--- config.mk ---
export PLATFORM = sky130hd
export DESIGN_NAME = flux_stream_index_period_unit
export DESIGN_NICKNAME = d
export VERILOG_FILES = /design/src/hdl/fsipu_pkg.sv /design/src/hdl/fsipu_front.sv /design/src/hdl/fsipu_fifo.sv /design/src/hdl/fsipu_back.sv /design/src/hdl/flux_stream_index_period_unit.sv
export VERILOG_INCLUDE_DIRS = /design/src /design/src/hdl
export SDC_FILE = /design/constraint.sdc
export NUM_CORES = 1
export LEC_CHECK = 0
export ABC_CLOCK_PERIOD_IN_PS = 8900
export BUFFER_PORTS_ARGS = -buffer_cell sky130_fd_sc_hd__buf_2
export CAP_MARGIN = 20
export CORE_MARGIN = 10
export CORE_UTILIZATION = 41
export DETAILED_ROUTE_END_ITERATION = 12
export PLACE_DENSITY_LB_ADDON = 0.25
export SYNTH_ARGS = -nofsm -noshare
export SYNTH_HDL_FRONTEND = slang
export SYNTH_SLANG_ARGS = --single-unit
--- constraint.sdc ---
create_clock -name clk -period 8.9 [get_ports clk]
set_clock_uncertainty 0.2 [all_clocks]
set_input_delay 1.78 -clock clk [delete_from_list [all_inputs] [get_ports clk]]
set_output_delay 1.78 -clock clk [all_outputs]
set_load 0.05 [all_outputs]
--- src/hdl/flux_stream_index_period_unit_assert.svh ---
// Assertion macros shared by the flux stream index period modules.
`ifndef FLUX_STREAM_INDEX_PERIOD_UNIT_ASSERT_SVH
`define FLUX_STREAM_INDEX_PERIOD_UNIT_ASSERT_SVH

// Same-cycle implication, sampled on clk, off while rst_n is low.
`define FSIPU_ASSERT_IMPLY(label, ante, cons) \
  label: assert property (@(posedge clk) disable iff (!rst_n) (ante) |-> (cons)) \
    else $error("fsipu: same-cycle check failed");

// Next-cycle implication, sampled on clk, off while rst_n is low.
`define FSIPU_ASSERT_NEXT(label, ante, cons) \
  label: assert property (@(posedge clk) disable iff (!rst_n) (ante) |=> (cons)) \
    else $error("fsipu: next-cycle check failed");

`endif

--- src/hdl/fsipu_pkg.sv ---
// Package: shared types, codes and constants of the flux stream index period unit.
package fsipu_pkg;

  localparam int unsigned VAL_W        = 28;
  localparam int unsigned TICK_W       = 32;
  localparam int unsigned CLK_NS_W     = 10;
  localparam int unsigned NS_W         = 42;
  localparam int unsigned FIFO_DEPTH_D = 4;

  // Command codes passed from the parser to the executor.
  localparam logic [1:0] CMD_ADD     = 2'd0;
  localparam logic [1:0] CMD_INDEX   = 2'd1;
  localparam logic [1:0] CMD_END     = 2'd2;
  localparam logic [1:0] CMD_END_ERR = 2'd3;

  // Result status codes.
  localparam logic [1:0] ST_OK         = 2'd0;
  localparam logic [1:0] ST_NO_INDEX   = 2'd1;
  localparam logic [1:0] ST_BAD_OPCODE = 2'd2;

  // Configuration register indexes.
  localparam logic [1:0] REG_CLOCK_NS = 2'd0;
  localparam logic [1:0] REG_INDEX_OP = 2'd1;
  localparam logic [1:0] REG_SPACE_OP = 2'd2;

  // Stream byte codes.
  localparam logic [7:0] BYTE_END    = 8'd0;
  localparam logic [7:0] BYTE_EXT_LO = 8'd250;
  localparam logic [7:0] BYTE_ESCAPE = 8'd255;

  typedef struct packed {
    logic [1:0]       code;
    logic [VAL_W-1:0] value;
  } cmd_t;

endpackage

--- src/hdl/fsipu_front.sv ---
// Byte parser: classifies stream bytes and issues commands to the executor.
`include "flux_stream_index_period_unit_assert.svh"
module fsipu_front (
  input  logic                clk,
  input  logic                rst_n,
  input  logic                byte_valid,
  input  logic                byte_stall,
  input  logic [7:0]          stream_byte,
  input  logic [7:0]          index_op,
  input  logic [7:0]          space_op,
  output logic                cmd_push,
  output fsipu_pkg::cmd_t     cmd
);

  localparam logic [2:0] PH_NORMAL = 3'd0;
  localparam logic [2:0] PH_EXT    = 3'd1;
  localparam logic [2:0] PH_OPCODE = 3'd2;
  localparam logic [2:0] PH_PACKED = 3'd3;
  localparam logic [2:0] PH_DRAIN  = 3'd4;

  logic [2:0]                   phase_r, phase_nxt;
  logic [2:0]                   ext_hi_r, ext_hi_nxt;
  logic [fsipu_pkg::VAL_W-1:0]  pv_r, pv_nxt, pv_merged;
  logic [1:0]                   cnt_r, cnt_nxt;
  logic                         is_idx_r, is_idx_nxt;
  logic                         acc;
  logic [10:0]                  ext_delta;

  assign acc = byte_valid && !byte_stall;

  // 249 + hi*255 + b, with hi*255 as (hi << 8) - hi
  assign ext_delta = 11'd249 + ({ext_hi_r, 8'd0} - {8'd0, ext_hi_r}) + {3'd0, stream_byte};

  always_comb begin
    pv_merged = pv_r;
    case (cnt_r)
      2'd0:    pv_merged[6:0]   = pv_r[6:0]   | stream_byte[7:1];
      2'd1:    pv_merged[13:7]  = pv_r[13:7]  | stream_byte[7:1];
      2'd2:    pv_merged[20:14] = pv_r[20:14] | stream_byte[7:1];
      default: pv_merged[27:21] = pv_r[27:21] | stream_byte[7:1];
    endcase
  end

  always_comb begin
    phase_nxt  = phase_r;
    ext_hi_nxt = ext_hi_r;
    pv_nxt     = pv_r;
    cnt_nxt    = cnt_r;
    is_idx_nxt = is_idx_r;
    cmd_push   = 1'b0;
    cmd.code   = fsipu_pkg::CMD_ADD;
    cmd.value  = {{(fsipu_pkg::VAL_W-8){1'b0}}, stream_byte};
    if (acc) begin
      unique case (phase_r)
        PH_NORMAL: begin
          if (stream_byte == fsipu_pkg::BYTE_END) begin
            cmd_push = 1'b1;
            cmd.code = fsipu_pkg::CMD_END;
          end else if (stream_byte == fsipu_pkg::BYTE_ESCAPE) begin
            phase_nxt = PH_OPCODE;
          end else if (stream_byte >= fsipu_pkg::BYTE_EXT_LO) begin
            ext_hi_nxt = 3'(stream_byte - fsipu_pkg::BYTE_EXT_LO);
            phase_nxt  = PH_EXT;
          end else begin
            cmd_push = 1'b1;
          end
        end
        PH_EXT: begin
          cmd_push   = 1'b1;
          cmd.value  = {{(fsipu_pkg::VAL_W-11){1'b0}}, ext_delta};
          ext_hi_nxt = 3'd0;
          phase_nxt  = PH_NORMAL;
        end
        PH_OPCODE: begin
          if (stream_byte == index_op || stream_byte == space_op) begin
            is_idx_nxt = (stream_byte == index_op);
            pv_nxt     = '0;
            cnt_nxt    = 2'd0;
            phase_nxt  = PH_PACKED;
          end else begin
            phase_nxt = PH_DRAIN;
          end
        end
        PH_PACKED: begin
          if (cnt_r == 2'd3) begin
            cmd_push   = 1'b1;
            cmd.code   = is_idx_r ? fsipu_pkg::CMD_INDEX : fsipu_pkg::CMD_ADD;
            cmd.value  = pv_merged;
            pv_nxt     = '0;
            cnt_nxt    = 2'd0;
            is_idx_nxt = 1'b0;
            phase_nxt  = PH_NORMAL;
          end else begin
            pv_nxt  = pv_merged;
            cnt_nxt = cnt_r + 2'd1;
          end
        end
        PH_DRAIN: begin
          if (stream_byte == fsipu_pkg::BYTE_END) begin
            cmd_push  = 1'b1;
            cmd.code  = fsipu_pkg::CMD_END_ERR;
            phase_nxt = PH_NORMAL;
          end
        end
        default: phase_nxt = PH_NORMAL;
      endcase
    end
  end

  always_ff @(posedge clk) begin
    if (!rst_n) begin
      phase_r  <= PH_NORMAL;
      ext_hi_r <= 3'd0;
      pv_r     <= '0;
      cnt_r    <= 2'd0;
      is_idx_r <= 1'b0;
    end else begin
      phase_r  <= phase_nxt;
      ext_hi_r <= ext_hi_nxt;
      pv_r     <= pv_nxt;
      cnt_r    <= cnt_nxt;
      is_idx_r <= is_idx_nxt;
    end
  end

  // An extended byte always returns the parser to the normal phase.
  `FSIPU_ASSERT_NEXT(a_ext_returns, acc && phase_r == PH_EXT, phase_r == PH_NORMAL)

endmodule

--- src/hdl/fsipu_fifo.sv ---
// Command queue between the byte parser and the executor.
`include "flux_stream_index_period_unit_assert.svh"
module fsipu_fifo #(
  parameter int unsigned DEPTH = fsipu_pkg::FIFO_DEPTH_D
) (
  input  logic            clk,
  input  logic            rst_n,
  input  logic            push,
  input  fsipu_pkg::cmd_t wr_data,
  input  logic            pop,
  output fsipu_pkg::cmd_t rd_data,
  output logic            empty,
  output logic            full
);

  localparam int unsigned PTR_W = (DEPTH > 1) ? $clog2(DEPTH) : 1;
  localparam int unsigned CNT_W = $clog2(DEPTH + 1);
  localparam logic [PTR_W-1:0] PTR_LAST = PTR_W'(DEPTH - 1);
  localparam logic [CNT_W-1:0] CNT_FULL = CNT_W'(DEPTH);

  fsipu_pkg::cmd_t  mem_r [DEPTH];
  logic [PTR_W-1:0] wr_ptr_r, rd_ptr_r;
  logic [CNT_W-1:0] cnt_r;

  assign empty   = (cnt_r == '0);
  assign full    = (cnt_r == CNT_FULL);
  assign rd_data = mem_r[rd_ptr_r];

  always_ff @(posedge clk) begin
    if (push) begin
      mem_r[wr_ptr_r] <= wr_data;
    end
  end

  always_ff @(posedge clk) begin
    if (!rst_n) begin
      wr_ptr_r <= '0;
      rd_ptr_r <= '0;
      cnt_r    <= '0;
    end else begin
      if (push) begin
        wr_ptr_r <= (wr_ptr_r == PTR_LAST) ? '0 : wr_ptr_r + PTR_W'(1);
      end
      if (pop) begin
        rd_ptr_r <= (rd_ptr_r == PTR_LAST) ? '0 : rd_ptr_r + PTR_W'(1);
      end
      if (push && !pop) begin
        cnt_r <= cnt_r + CNT_W'(1);
      end else if (pop && !push) begin
        cnt_r <= cnt_r - CNT_W'(1);
      end
    end
  end

  `FSIPU_ASSERT_IMPLY(a_no_overflow, push, !full)
  `FSIPU_ASSERT_IMPLY(a_no_underflow, pop, !empty)

endmodule

--- src/hdl/fsipu_back.sv ---
// Executor: tick count, index times and the registered result pipeline.
`include "flux_stream_index_period_unit_assert.svh"
module fsipu_back (
  input  logic                              clk,
  input  logic                              rst_n,
  input  fsipu_pkg::cmd_t                   cmd,
  input  logic                              cmd_empty,
  output logic                              cmd_pop,
  input  logic [fsipu_pkg::CLK_NS_W-1:0]    clk_ns,
  output logic                              out_valid,
  input  logic                              out_stall,
  output logic [fsipu_pkg::TICK_W-1:0]      out_period_ticks,
  output logic [fsipu_pkg::NS_W-1:0]        out_period_ns,
  output logic [1:0]                        out_status
);

  logic [fsipu_pkg::TICK_W-1:0] tick_r, first_r, second_r;
  logic                         first_seen_r, second_seen_r;
  logic                         res_valid_r;
  logic [fsipu_pkg::TICK_W-1:0] res_ticks_r;
  logic [1:0]                   res_status_r;
  logic                         out_valid_r;
  logic [fsipu_pkg::TICK_W-1:0] out_ticks_r;
  logic [fsipu_pkg::NS_W-1:0]   out_ns_r;
  logic [1:0]                   out_status_r;

  logic                         is_end, out_load, res_ready, res_load;
  logic [fsipu_pkg::TICK_W-1:0] val_ext, idx_time;
  logic [1:0]                   end_status;

  assign is_end    = (cmd.code == fsipu_pkg::CMD_END) || (cmd.code == fsipu_pkg::CMD_END_ERR);
  assign out_load  = !out_valid_r || !out_stall;
  assign res_ready = !res_valid_r || out_load;
  assign cmd_pop   = !cmd_empty && (!is_end || res_ready);
  assign res_load  = cmd_pop && is_end;
  assign val_ext   = {{(fsipu_pkg::TICK_W-fsipu_pkg::VAL_W){1'b0}}, cmd.value};
  assign idx_time  = tick_r + val_ext;

  always_comb begin
    if (cmd.code == fsipu_pkg::CMD_END_ERR) begin
      end_status = fsipu_pkg::ST_BAD_OPCODE;
    end else if (!second_seen_r) begin
      end_status = fsipu_pkg::ST_NO_INDEX;
    end else begin
      end_status = fsipu_pkg::ST_OK;
    end
  end

  // Stream state: advance on each popped command, clear at end of stream.
  always_ff @(posedge clk) begin
    if (!rst_n) begin
      tick_r        <= '0;
      first_r       <= '0;
      second_r      <= '0;
      first_seen_r  <= 1'b0;
      second_seen_r <= 1'b0;
    end else if (cmd_pop) begin
      case (cmd.code)
        fsipu_pkg::CMD_ADD: tick_r <= idx_time;
        fsipu_pkg::CMD_INDEX: begin
          if (!first_seen_r) begin
            first_r      <= idx_time;
            first_seen_r <= 1'b1;
          end else if (!second_seen_r) begin
            second_r      <= idx_time;
            second_seen_r <= 1'b1;
          end
        end
        default: begin
          tick_r        <= '0;
          first_r       <= '0;
          second_r      <= '0;
          first_seen_r  <= 1'b0;
          second_seen_r <= 1'b0;
        end
      endcase
    end
  end

  always_ff @(posedge clk) begin
    if (!rst_n) begin
      res_valid_r <= 1'b0;
      out_valid_r <= 1'b0;
    end else begin
      if (res_load) begin
        res_valid_r <= 1'b1;
      end else if (out_load) begin
        res_valid_r <= 1'b0;
      end
      if (out_load) begin
        out_valid_r <= res_valid_r;
      end
    end
  end

  always_ff @(posedge clk) begin
    if (res_load) begin
      res_status_r <= end_status;
      res_ticks_r  <= (end_status == fsipu_pkg::ST_OK) ? (second_r - first_r) : '0;
    end
    if (out_load && res_valid_r) begin
      out_ticks_r  <= res_ticks_r;
      out_status_r <= res_status_r;
      out_ns_r     <= fsipu_pkg::NS_W'(res_ticks_r) * fsipu_pkg::NS_W'(clk_ns);
    end
  end

  assign out_valid        = out_valid_r;
  assign out_period_ticks = out_ticks_r;
  assign out_period_ns    = out_ns_r;
  assign out_status       = out_status_r;

  `FSIPU_ASSERT_IMPLY(a_fail_zero, out_valid_r && out_status_r != fsipu_pkg::ST_OK, out_ticks_r == '0 && out_ns_r == '0)
  `FSIPU_ASSERT_NEXT(a_end_clears, res_load, tick_r == '0 && !first_seen_r && !second_seen_r)

endmodule

--- src/hdl/flux_stream_index_period_unit.sv ---
// Top level of the flux stream index period unit: register port, parser, queue, executor.
//
// Decodes a floppy flux byte stream and reports the time between the first two index
// pulses. One byte is taken every cycle while in_stall is low; in_stall rises only when
// the command queue between parser and executor is full, which in steady flow it never
// is, since the executor retires one command per cycle. The executor stops only at a
// terminator while its two result registers are both held by out_stall. With the queue
// otherwise empty and out_stall low, the terminating byte is written to the queue, then
// loads the end-of-stream register, then the period_ticks times clock_ns_per_tick
// product register, which drives out_valid. Status 1 means fewer than two index pulses,
// status 2 an unknown opcode after an escape byte, and both give zero period fields.
// Configuration writes go through the APB-style port, registers at byte addresses 0, 4
// and 8; write them only while no stream is in flight.
module flux_stream_index_period_unit #(
  parameter int unsigned FIFO_DEPTH = fsipu_pkg::FIFO_DEPTH_D
) (
  input  logic                           clk,
  input  logic                           rst_n,
  // byte transaction in
  input  logic                           in_valid,
  output logic                           in_stall,
  input  logic [7:0]                     in_stream_byte,
  // result transaction out
  output logic                           out_valid,
  input  logic                           out_stall,
  output logic [fsipu_pkg::TICK_W-1:0]   out_period_ticks,
  output logic [fsipu_pkg::NS_W-1:0]     out_period_ns,
  output logic [1:0]                     out_status,
  // configuration port
  input  logic                           cfg_psel,
  input  logic                           cfg_penable,
  input  logic                           cfg_pwrite,
  input  logic [3:0]                     cfg_paddr,
  input  logic [31:0]                    cfg_pwdata,
  output logic [31:0]                    cfg_prdata,
  output logic                           cfg_pready
);

  logic [fsipu_pkg::CLK_NS_W-1:0] clk_ns_r;
  logic [7:0]                     index_op_r, space_op_r;
  logic                           cfg_wr;
  logic [1:0]                     cfg_idx;

  logic            push, pop, q_empty, q_full;
  fsipu_pkg::cmd_t push_cmd, pop_cmd;

  assign cfg_pready = 1'b1;
  assign cfg_idx    = cfg_paddr[3:2];
  assign cfg_wr     = cfg_psel && cfg_penable && cfg_pwrite;

  // Write the addressed register in the access phase; drop writes past the list.
  always_ff @(posedge clk) begin
    if (!rst_n) begin
      clk_ns_r   <= 10'd13;
      index_op_r <= 8'd1;
      space_op_r <= 8'd2;
    end else if (cfg_wr) begin
      unique case (cfg_idx)
        fsipu_pkg::REG_CLOCK_NS: clk_ns_r   <= cfg_pwdata[fsipu_pkg::CLK_NS_W-1:0];
        fsipu_pkg::REG_INDEX_OP: index_op_r <= cfg_pwdata[7:0];
        fsipu_pkg::REG_SPACE_OP: space_op_r <= cfg_pwdata[7:0];
        default: ;
      endcase
    end
  end

  always_comb begin
    unique case (cfg_idx)
      fsipu_pkg::REG_CLOCK_NS: cfg_prdata = {{(32-fsipu_pkg::CLK_NS_W){1'b0}}, clk_ns_r};
      fsipu_pkg::REG_INDEX_OP: cfg_prdata = {24'd0, index_op_r};
      fsipu_pkg::REG_SPACE_OP: cfg_prdata = {24'd0, space_op_r};
      default:                 cfg_prdata = 32'd0;
    endcase
  end

  // Hold off the byte source only when the queue has no room.
  assign in_stall = q_full;

  fsipu_front u_front (
    .clk         (clk),
    .rst_n       (rst_n),
    .byte_valid  (in_valid),
    .byte_stall  (in_stall),
    .stream_byte (in_stream_byte),
    .index_op    (index_op_r),
    .space_op    (space_op_r),
    .cmd_push    (push),
    .cmd         (push_cmd)
  );

  fsipu_fifo #(
    .DEPTH (FIFO_DEPTH)
  ) u_fifo (
    .clk     (clk),
    .rst_n   (rst_n),
    .push    (push),
    .wr_data (push_cmd),
    .pop     (pop),
    .rd_data (pop_cmd),
    .empty   (q_empty),
    .full    (q_full)
  );

  fsipu_back u_back (
    .clk              (clk),
    .rst_n            (rst_n),
    .cmd              (pop_cmd),
    .cmd_empty        (q_empty),
    .cmd_pop          (pop),
    .clk_ns           (clk_ns_r),
    .out_valid        (out_valid),
    .out_stall        (out_stall),
    .out_period_ticks (out_period_ticks),
    .out_period_ns    (out_period_ns),
    .out_status       (out_status)
  );

endmodule

==> Yosys cells after proc, flatten, opt, wreduce, memory -nomap -nowiden <==
Memories as Yosys holds them, arrays and structs flattened. A register that Yosys moved wholly into a read port is not among the register bits.
Index checks and enable logic that the tools add are counted.
{ "totals": {"mem_bits_ro": 0, "wordCells": 176, "mem_bits_rw": 120, "latch_bits": 0, "reg_bits": 280, "mem_count": 1} }
{ "op_classes": {"eq_ne": 28, "div": 0, "n_reduce_logical": 45, "n_bitwise": 6, "multipliers": 1, "muxes": 60, "n_shift": 0, "n_addsub": 11, "n_lt_le_gt_ge": 1} }
{ "mem_list": {"columns": ["memory", "depth", "width", "rd", "rd_clocked_by_memory_dff", "wr", "line", "source"], "rows": [
  ["u_fifo.mem_r", 4, 30, 1, 1, 1, "fsipu_fifo.sv:21", "fsipu_pkg::cmd_t mem_r [DEPTH];"]
]} }
{ "ops": {"columns": ["cell", "count"], "rows": [
  ["32-bit one-hot mux with 2 select lines", 3],
  ["28-bit one-hot mux with 2 select lines", 2],
  ["32-bit 2-to-1 mux", 3],
  ["28-bit 2-to-1 mux", 2],
  ["32-bit by 10-bit multiplier with 42-bit output", 1],
  ["3-bit 2-to-1 mux", 11],
  ["32-bit by 28-bit adder with 32-bit output", 1],
  ["32-bit subtractor", 1],
  ["30-bit 2-to-1 mux", 1],
  ["10-bit one-hot mux with 3 select lines", 1],
  ["29-bit 2-to-1 mux", 1],
  ["7-bit 2-to-1 mux", 4],
  ["7-bit bitwise OR", 4],
  ["2-bit 2-to-1 mux", 9],
  ["8-bit == test", 2],
  ["1-bit 2-to-1 mux", 15],
  ["2-bit == test, second input constant", 7],
  ["3-bit one-hot mux with 4 select lines", 1],
  ["11-bit by 8-bit adder with 11-bit output", 1],
  ["8-bit by 11-bit adder with 11-bit output, first input constant", 1],
  ["11-bit by 3-bit subtractor with 11-bit output", 1],
  ["2-bit by 1-bit inequality test with 1-bit output, second input constant", 5],
  ["2-bit AND reduction", 5],
  ["5-bit AND reduction", 2],
  ["other kinds (28)", 68]
]} }

==> Logic depth before layout (Yosys ltp) <==
{ "depth": {"ltp_word": 10, "depth_mapped": 22, "mapped_depth_nobuf": 20} }

==> Modules after synthesis <==
Synthesis repeated with hierarchy kept, for this count alone.
{ "hier_totals": {"cells_unflattened": 2840, "hier_area_um2": 29059.1} }
{ "modules_own_cells": {"columns": ["mod", "seq_area_each_um2", "area_each_um2", "n_inst", "cells_per_inst"], "rows": [
  ["fsipu_back", 5305.1, 20244.4, 1, 2132],
  ["fsipu_fifo", 3783.6, 4785.8, 1, 200],
  ["fsipu_front", 740.7, 2607.5, 1, 349],
  ["flux_stream_index_period_unit", 520.5, 1421.4, 1, 159]
]} }

==> Worst setup path before layout <==
Ideal clock, no wire load.
{ "synth_path": {"path_type": "in2reg", "from": "input out_stall", "to": "register u_back.out_ns_r, in the netlist u_back.out_period_ns[0], enable pin", "stages": 1, "n_path_buf": 0, "slack_ns": 0.766, "setup_time_ns": 0.625, "required_time_ns": 8.075, "arrival_time_ns": 7.308, "path_cell_list": "a21boi_0"} }
{ "synth_between": {"elab_chain_cells": 3} }
{ "synth_rtl": {"columns": ["item", "line", "source"], "rows": [
  ["start: declaration", "flux_stream_index_period_unit.sv:25", "input logic out_stall,"],
  ["1-bit logical NOT", "fsipu_back.sv:32", "assign out_load = !out_valid_r || !out_stall;"],
  ["1-bit logical OR", "fsipu_back.sv:32", null],
  ["1-bit logical AND", "fsipu_back.sv:101", "if (out_load && res_valid_r) begin"],
  ["end signal: assignment", "fsipu_back.sv:104", "out_ns_r <= fsipu_pkg::NS_W'(res_ticks_r) * fsipu_pkg::NS_W'(clk_ns);"],
  ["end: declaration", "fsipu_back.sv:24", "logic [fsipu_pkg::NS_W-1:0] out_ns_r;"]
]} }
Every way passes these cells.
A chain may end at the register's enable or synchronous reset.

==> Worst setup path after layout <==
{ "layout_path": {"from": "register clk_ns_r[8] in the netlist's numbering", "to": "register u_back.out_ns_r, in the netlist u_back.out_period_ns[39], data pin"} }
{ "layout_between": {"elab_chain_cells": 1} }
{ "layout_rtl": {"columns": ["item", "line", "source"], "rows": [
  ["start: declaration", "flux_stream_index_period_unit.sv:39", "logic [fsipu_pkg::CLK_NS_W-1:0] clk_ns_r;"],
  ["start signal: assignment", "flux_stream_index_period_unit.sv:59", "fsipu_pkg::REG_CLOCK_NS: clk_ns_r <= cfg_pwdata[fsipu_pkg::CLK_NS_W-1:0];"],
  ["32-bit by 10-bit multiplier with 42-bit output", "fsipu_back.sv:104", null]
]} }
Every way passes these cells.

==> results.sh <==
export IMPL_dr_pass1_iters=5
export IMPL_fin_crit_sh=0.760
export IMPL_syn_to_final_growth_pct=9.41
export IMPL_async_reset_ff_frac=0
export IMPL_path_buf_inv=2
export IMPL_slew_limit_headroom=0.326
export IMPL_grt_max_degree=107
export IMPL_ys_ff_latch=402
export IMPL_cp_top_family="adder cells"
export IMPL_drc=0
export IMPL_hold_depth=2
export IMPL_slowest_delay_ns=0.98
export IMPL_grt_pass1_wl_um=112000
export IMPL_cts_tree="done"
export IMPL_hold_buffers=0
export IMPL_slew_viol_final=0
export IMPL_routabilityCongestion=0.854
export IMPL_ctsResizeCount=0
export IMPL_dp_hpwl_um=51000
export IMPL_ys_top_cells_by_area="edfxtp_1, fa_1, dfxtp_1, ha_1, and2_1"
export IMPL_clock_latency_ns=0.61
export IMPL_dp_cells=3778
export IMPL_dieArea_mm2=0.0818
export IMPL_htreeDepth=2
export IMPL_wl_per_cell_um=17.9
export IMPL_die_y_um=286
export IMPL_grt_usage=0.167
export IMPL_vias_per_cell=5.30
export IMPL_setup_slack_ns=2.13
export IMPL_core_area_mm2=0.0701
export IMPL_status="complete, no violations"
export IMPL_fin_cells=3866
export IMPL_setup_viol=0
export IMPL_initial_core_util=0.414
export IMPL_grt_ovfl_total=0
export IMPL_cts_buffer_depth=3
export IMPL_crit_top_cell="fa_1"
export IMPL_netlist_area_leader_share=0.238
export IMPL_hold_viol=0
export IMPL_grt_setup_unrepaired="false"
export IMPL_synth_cell_types=91
export IMPL_synthCells=2875
export IMPL_num_antenna_cells=0
export IMPL_cp_cell_sequence="and2_1 -> fa_1 -> fa_1 -> fa_1 -> fa_1 -> inv_1 -> fa_1 -> inv_1 -> ha_1 -> and4_1 -> nor2b_1 -> nand3_1 -> a211oi_1 -> a2111o_1 -> a31oi_1 -> o21ai_0 -> o311ai_0"
export IMPL_grt_pass1_vias=21300
export IMPL_yosysWarnings=0
export IMPL_critPathRequiredTime_ns=9.00
export IMPL_portBuffers=114
export IMPL_root_buffer="clkbuf_16"
export IMPL_drive_gt1_frac=0.0950
export IMPL_critPathCaptureType="register"
export IMPL_num_vias=20500
export IMPL_cts_sinks=402
export IMPL_critPathLaunchType="register"
export IMPL_ff2ff_path_depth=17
export IMPL_final_nets=3337
export IMPL_synth_edf_count=230
export IMPL_setup_tns_ns=0
export IMPL_cpMaxStageDelayCell="dfxtp_1"
export IMPL_clk_pin_slew_ns=0.06
export IMPL_antenna_found_initial=2
export IMPL_tightest_slew_ns=1.01
export IMPL_crit_path_max_fanout=26
export IMPL_cp_depth=17
export IMPL_row_count=97
export IMPL_path_class="register to register"
export IMPL_dp_slack_ns=2.18
export IMPL_fmax_mhz=148
export IMPL_holdCritPathClass="register to register"
export IMPL_ys_seq_area_frac=0.357
export IMPL_cap_violations=0
export IMPL_wl_um=69000
export IMPL_ys_flop_type="edfxtp_1"
export IMPL_post_cts_buffers=0
export IMPL_synth_avg_cell_area_um2=10.1
export IMPL_fin_util=0.453
export IMPL_detail_route_antenna_nets=0
export IMPL_fin_crit_ns=6.77
export IMPL_die_x_um=286
export IMPL_drt_iter0_drc=1269
export IMPL_ios=162
export IMPL_arrival_ns=6.87
export IMPL_yosys_area_top_type="edfxtp_1"
export IMPL_synth_area_mm2=0.0290
export IMPL_numCtsBuffers=46
## cell usage in the layout, fill, tap and decap left out, types with 8 or more instances in the layout
master	Yosys	routed
nand4_1	22	22
a22o_1	32	32
nor2_1	141	141
nand2b_1	15	15
o21ai_0	68	68
nor3b_1	8	8
ha_1	156	156
mux4_2	30	30
a31oi_1	18	18
buf_4	23	20
fa_1	242	242
dfxtp_1	172	170
o21ai_1	8	8
o21a_1	13	13
o211ai_1	10	10
a22oi_1	17	17
a21oi_1	170	170
buf_2	15	115
o21bai_1	10	10
a21boi_0	41	40
or3_1	14	14
nand2_1	301	301
nor2b_1	58	58
nand3_1	62	62
clkinv_1	0	9
a21o_1	48	48
mux2i_1	29	29
and2_1	200	196
a211oi_1	11	11
xnor2_1	67	67
inv_1	282	282
xor2_1	43	43
and3_1	16	16
edfxtp_1	230	230
nor3_1	28	28
conb_1	2	23
clkbuf_16	0	46
## kinds of logic after synthesis
family | after synthesis | synth area share
muxes | 59 | 0.0333
AOI/OAI and AO/OA | 525 | 0.122
DFF | 402 | 0.357
other | 2 | 0.000259
buffers and inverters | 474 | 0.0649
adders and majority gates | 398 | 0.234
xor gates and xnor gates | 110 | 0.0332
and+or+nand+nor | 905 | 0.155
## through the flow
step           hold WS, ns  instance area (um^2)
6_report             0.258                 31800
5_1_grt              0.291                 31800
4_1_cts              0.257                 31700
3_5_place_dp         0.248                 30200
3_3_place_gp         0.241                 30200
2_1_floorplan        0.200                 29100
## cell usage after synthesis (29+ instances only)
cell / number
a21boi_0: 41
clkbuf_1: 138
a21o_1: 48
nor2b_1: 58
nor2_1: 141
nand3_1: 62
mux2i_1: 29
edfxtp_1: 230
o21ai_0: 68
and2_1: 200
xor2_1: 43
xnor2_1: 67
mux4_2: 30
a21oi_1: 170
ha_1: 156
a22o_1: 32
dfxtp_1: 172
inv_1: 282
nand2_1: 301
fa_1: 242
## metal layers
| layer | GRT usage | routed length [um] | up-vias |
|---|---|---|---|
| met1 | 0.209 | 29900 | 10100 |
| met2 | 0.290 | 33700 | 503 |
| met5 | 0 | 28 | - |
| met4 | 0.0534 | 1930 | 4 |
| li1 | - | - | 9722 |
| met3 | 0.0269 | 3540 | 141 |
## registers in the layout, summed over array words and instances (netlist names), 3 cells and up, named ones only
name and flops:
u_back.out_period_ns 42, u_back.res_ticks_r 32, u_back.out_period_ticks 32, u_fifo.mem_r 120, u_front.pv_r 28, u_fifo.cnt_r 3
u_back.tick_r 32, clk_ns_r 10, index_op_r 8, u_front.ext_hi_r 3, space_op_r 8, u_front.phase_r 3
u_back.second_r 32, u_back.first_r 32
## final timing paths
check                startpoint                       end  slack (ns)
min          u_back.first_r[10]        u_back.first_r[10]        0.26
max                 clk_ns_r[8]  u_back.out_period_ns[39]        2.13
min reg2reg  u_back.first_r[10]        u_back.first_r[10]        0.26
max reg2reg         clk_ns_r[8]  u_back.out_period_ns[39]        2.13
## layout make-up
type	instances	area, um^2
Sequential cell	402	10400
Multi-Input combinational cell	2020	16900
Inverter	282	1060
Clock buffer	56	1230
Fill cell	6693	38400
Clock inverter	30	302
Tap cell	940	1180
Timing Repair Buffer	136	753
## worst reg2reg max path, delay by kind of cell (launching register included)
| kind | cells | cell delay (ns) |
|---|---|---|
| fa+ha+maj | 6 | 2.78 |
| flops | 1 | 0.98 |
| simple gates | 4 | 1.08 |
| buf+inv | 2 | 0.09 |
| compound gates | 5 | 1.35 |
Power is not shown: default switching activity piles up to over one toggle a cycle in this logic, so the estimate is an artifact.
